==> src/sv/vau_pkg.sv <==
// shared types, constants and saturation helper for the 3-d vector unit
`default_nettype none

package vau_pkg;

    localparam int FRAC_BITS   = 16;
    localparam int DATA_W      = 32;
    localparam int SUMSQ_W     = 64;
    localparam int SQRT_STAGES = SUMSQ_W / 2;
    localparam int WIDE_W      = 72;

    localparam logic signed [WIDE_W-1:0] SAT_MAX = 72'sd2147483647;
    localparam logic signed [WIDE_W-1:0] SAT_MIN = -72'sd2147483648;

    typedef enum logic [3:0] {
        MODE_ADD      = 4'd0,
        MODE_SUB      = 4'd1,
        MODE_SCALE    = 4'd2,
        MODE_CROSS    = 4'd3,
        MODE_DOT      = 4'd4,
        MODE_LENGTH   = 4'd5,
        MODE_UNIT     = 4'd6,
        MODE_SETLEN   = 4'd7,
        MODE_LENGTHEN = 4'd8,
        MODE_SHORTEN  = 4'd9
    } t_mode;

    // per-item context that rides along the sqrt and divide pipelines
    typedef struct packed {
        t_mode                   mode;
        logic [2:0][DATA_W-1:0]  a;
        logic [DATA_W-1:0]       s;
        logic [2:0][DATA_W-1:0]  pre_r;
        logic [DATA_W-1:0]       pre_sc;
        logic                    pre_ovf;
    } t_side;

    // saturate to signed 32 bits, msb of the result is the overflow flag
    function automatic logic [DATA_W:0] sat32(input logic signed [WIDE_W-1:0] v);
        logic [DATA_W:0] res;
        if (v > SAT_MAX) begin
            res = {1'b1, 32'h7fff_ffff};
        end else if (v < SAT_MIN) begin
            res = {1'b1, 32'h8000_0000};
        end else begin
            res = {1'b0, v[DATA_W-1:0]};
        end
        return res;
    endfunction

endpackage

`default_nettype wire

==> src/sv/vau_div.sv <==
// pipelined restoring divider lane: (a << frac) / len, truncating toward zero
`default_nettype none

module vau_div #(
    parameter int FRAC_BITS = vau_pkg::FRAC_BITS
) (
    input  wire logic                          i_clk,
    input  wire logic                          i_en,
    input  wire logic [vau_pkg::DATA_W-1:0]    i_num,
    input  wire logic [vau_pkg::DATA_W-1:0]    i_den,
    output logic signed [FRAC_BITS+1:0]        o_quo
);

    localparam int NS = FRAC_BITS + 1;

    logic [31:0]   r_rem [NS];
    logic [NS-1:0] r_q   [NS];
    logic [31:0]   r_den [NS];
    logic          r_neg [NS];

    logic [31:0] mag;
    assign mag = i_num[31] ? (32'd0 - i_num) : i_num;

    for (genvar k = 0; k < NS; k++) begin : g_stage
        logic [31:0]   n_rem;
        logic [NS-1:0] n_q;

        always_comb begin : step
            logic [31:0]   rem_in;
            logic [31:0]   den_in;
            logic [NS-1:0] q_in;
            logic          nbit;
            logic [32:0]   sh;
            if (k == 0) begin
                rem_in = {1'b0, mag[31:1]};
                den_in = i_den;
                q_in   = '0;
                nbit   = mag[0];
            end else begin
                rem_in = r_rem[k-1];
                den_in = r_den[k-1];
                q_in   = r_q[k-1];
                nbit   = 1'b0;
            end
            sh = {rem_in, nbit};
            if (sh >= {1'b0, den_in}) begin
                n_rem = 32'(sh - {1'b0, den_in});
                n_q   = {q_in[NS-2:0], 1'b1};
            end else begin
                n_rem = sh[31:0];
                n_q   = {q_in[NS-2:0], 1'b0};
            end
        end

        always_ff @(posedge i_clk) begin
            if (i_en) begin
                r_rem[k] <= n_rem;
                r_q[k]   <= n_q;
                if (k == 0) begin
                    r_den[k] <= i_den;
                    r_neg[k] <= i_num[31];
                end else begin
                    r_den[k] <= r_den[k-1];
                    r_neg[k] <= r_neg[k-1];
                end
            end
        end
    end

    assign o_quo = r_neg[NS-1] ? -$signed({1'b0, r_q[NS-1]}) : $signed({1'b0, r_q[NS-1]});

endmodule

`default_nettype wire

==> config.mk <==
export PLATFORM = sky130hd
export DESIGN_NAME = vau_div
export DESIGN_NICKNAME = d
export VERILOG_FILES = /design/src/sv/vau_pkg.sv /design/src/sv/vau_div.sv
export SDC_FILE = /design/constraint.sdc
export NUM_CORES = 2
export LEC_CHECK = 0
export BUFFER_PORTS_ARGS = -buffer_cell sky130_fd_sc_hd__clkbuf_2
export CAP_MARGIN = 20
export CORE_UTILIZATION = 35
export CTS_CLUSTER_SIZE = 20
export DETAILED_ROUTE_END_ITERATION = 10
export GPL_TIMING_DRIVEN = 0
export SLEW_MARGIN = 20
export SYNTH_ARGS = -nofsm -noshare
export SYNTH_HDL_FRONTEND = slang
export SYNTH_SLANG_ARGS = --single-unit
==> constraint.sdc <==
create_clock -name i_clk -period 5.5 [get_ports i_clk]
set_clock_uncertainty 0.2 [all_clocks]
set_input_delay 0.55 -clock i_clk [delete_from_list [all_inputs] [get_ports i_clk]]
set_output_delay 0.55 -clock i_clk [all_outputs]
set_load 0.05 [all_outputs]
==> metrics.cfg <==
[clock_network]
cts-htree-levels = 4
cts.sinks = 1194
cts_buffers = 141
cts.clk_slew.worst_paths_ns = 0.06
clockBufferDepth = 3
cts_tree = yes
cts-root-buf = clkbuf_16
insertion_delay_ns = 0.80

[floorplanning]
rows = 163
die-area_um2 = 201000
die_y_um = 449
ioPinCount = 84
die_w_um = 449
core_um2 = 198000
initial_core_util_pct = 35.3

[worst_setup_path]
crit_cells = 13
max_stage_delay_ns = 1.14
worstPathRequired_ns = 5.88
cp_max_fo = 10
crit_family = compound AO/OA/AOI/OAI gates
cp_num_buf_inv = 2
reg2reg_depth = 13
path_cells = ha_1 -> nor2b_1 -> o31a_1 -> or4_1 -> a2111oi_1 -> o31ai_1 -> a21o_1 -> a21o_1 -> a31oi_1 -> o211ai_1 -> buf_4 -> clkbuf_1 -> o21ai_0
worstReg2RegStart = r_rem[0][32]$_SDFFCE_PP0P_
path_class = register to register
crit_slowest_cell = a2111oi_1
crit_path_start = r_rem[0][32]$_SDFFCE_PP0P_
critPathCaptureType = register
crit_top_cell = a21o_1
r2r_slack_ns = 0.07
critical_path_arrival_ns = 5.81
startpoint_type = register

[timing]
hold_viol_final = 0
relSlewSlack_pct = 12.8
drv_slew = 0
finalWorstPathRequiredPeriod_ns = 5.43
setup_viol = 0
max_freq_mhz = 184
worst_slew_pin_slew_ns = 1.31
grt_setup_unrepaired = false
post-route-period-util_pct = 98.8

[finish]
syn2layout_area_growth_pct = 12.9
final_common_cell = edfxtp_1
stdcell_area_um2 = 78900
antenna_cells = 0
most-common-layout-cells = 1,194 x edfxtp_1, 658 x inv_1, 551 x a21oi_1
layout.nets = 7316
drive_gt1_share_pct = 7.55
fill_cells = 18900
post-route-util_pct = 39.9

[logic_synthesis]
synth.ff_latch_count = 1194
synthTopCellsByArea = edfxtp_1 51%, ha_1 9.8%, a21oi_1 4.0%, xnor2_1 3.9%, inv_1 3.5%
synthCells = 6410
synth_top_cell_area_share_pct = 51.3
synth.avg_cell_area_um2 = 10.9
synth_ff_type = edfxtp_1
synth_async_sr_flop_share_pct = 0
yosysWarnings = 0
yosys.cell_types.count = 86
synth_top_area_cell = edfxtp_1
syn_area_um2 = 69900
synth-seq-area-share_pct = 51.3
synth_edf_count = 1194
synthesis.nets = 7037

[pwr]
ir_drop_mv = 0.366
p_per_area_nw_per_um2 = 578
leakage_uw = 0.0322

[global_routing]
grt_start_max_net_pins = 106
grt_pass1_vias = 49900
antenna_found_initial = 4
gr-usage-all-layers_pct = 16.8
grt-ovfl-total = 0
grt_pass1_wl_mm = 267

[detailed_routing]
drt-initial-drc-count = 2947
avgRoutedWirePerCell_um = 18.3
routed-via-count = 48100
totalWireLength_mm = 173
dr.pass1.iters = 5
viasPerCell = 5.10
drc = 0
ant_nets = 0

[min_path]
hold_class = input port to register
hold_depth = 4
min_from = i_num[13]

[place]
placed_area_um2 = 74000
hpwl_mm = 136
port_buffers = 83
place.gp.congestion = 0.977

[run_status]
status = completed

[flow_run]
maxCapViolations = 0

==> logic make-up (layout without fill, tap and decap cells) <==
kind of cell,after synthesis,after routing,synth area share [%]
AND/OR/NAND/NOR,1419,1419,9.83
multiplexers,136,136,2.18
XOR/XNOR,480,480,6.02
flip-flops,1194,1194,51.3
buffers and inverters,822,1206,4.45
adder cells (fa/ha/maj),561,561,10.2
AO/OA/AOI/OAI,1798,1798,16.0
==> metal layers <==
metal  routed length, um  global-route usage (%)
met5                   0                       0
met3                5210                    2.39
met4               13900                    12.5
met2               94400                    33.2
met1               59100                    15.2
==> registers in the layout (all words and copies together) (netlist names) <==
name / count
r_rem: 512
r_neg: 17
r_q: 153
r_den: 512
==> final timing paths <==
| kind | end |
|---|---|
| worst min-delay path | r_rem[0][13]$_DFFE_PP_ |
| worst max register to register | r_rem[0][95]$_DFFE_PP_ |
| worst min register to register | r_neg[0][4]$_DFFE_PP_ |
| worst max-delay path | r_rem[0][95]$_DFFE_PP_ |
==> cell usage after synthesis, types with 81 or more instances <==
master    count
nand2_1     457
mux2_2      127
a21oi_1     552
nand3_1      94
nor2b_1      88
o21ai_0     466
inv_1       658
ha_1        545
edfxtp_1   1194
nor2_1      340
clkbuf_1    139
xor2_1      172
nand2b_1     92
nand4_1      81
a21o_1      303
xnor2_1     308
==> worst reg2reg max path: cells and delay by family (launching register included) <==
family                   cells  cell delay (ns)
buffers and inverters        2             0.64
AND/OR/NAND/NOR              2             0.68
adder cells (fa/ha/maj)      1             0.33
flip-flops                   1             0.42
AO/OA/AOI/OAI                8             2.97
==> report_power, final <==
| group | internal [uW] | leakage (uW) | switching, uW |
|---|---|---|---|
| Clock | 5350 | 0.00217 | 3740 |
| Combinational | 8700 | 0.0184 | 12900 |
| Sequential | 13700 | 0.0117 | 1330 |
==> area by class of cell <==
cell class              instances  area [um2]  share of cell area (%)
clock buffers                 172        3690                    4.67
flip-flops and latches       1194       35900                    45.4
well taps                    2640        3300                    4.19
clock inverters                76         771                   0.977
plain buffers                 164         656                   0.831
inverters                     658        2470                    3.13
multi-input cells            4394       31000                    39.3
repair buffers                136        1190                    1.50
==> what timing repair did <==
| item | CTS | global route |
|---|---|---|
| setup endpoints to repair | 106 | 88 |
| pin swaps | 0 | 1 |
| endpoints found under the hold margin | 34 | 0 |
| buffers inserted | 0 | 2 |
| hold buffers | 34 | 0 |
| resized for setup | 15 | 17 |
==> per-stage QoR <==
stage	power, uW	setup WS [ns]	hold WS (ns)	cells	TNS [ns]
2_1_floorplan	30200	0.235	0.200	6410	0
3_3_place_gp	36500	-17.25	0.200	9133	-
3_5_place_dp	36400	-1.28	0.205	9150	-44.07
4_1_cts	45800	0.00617	0.0181	9432	0
5_1_grt	48700	0.00000933	0.0533	9434	0
6_report	45600	0.0655	0.0801	9434	0
Note: power is estimated with default switching activity, not from simulation.
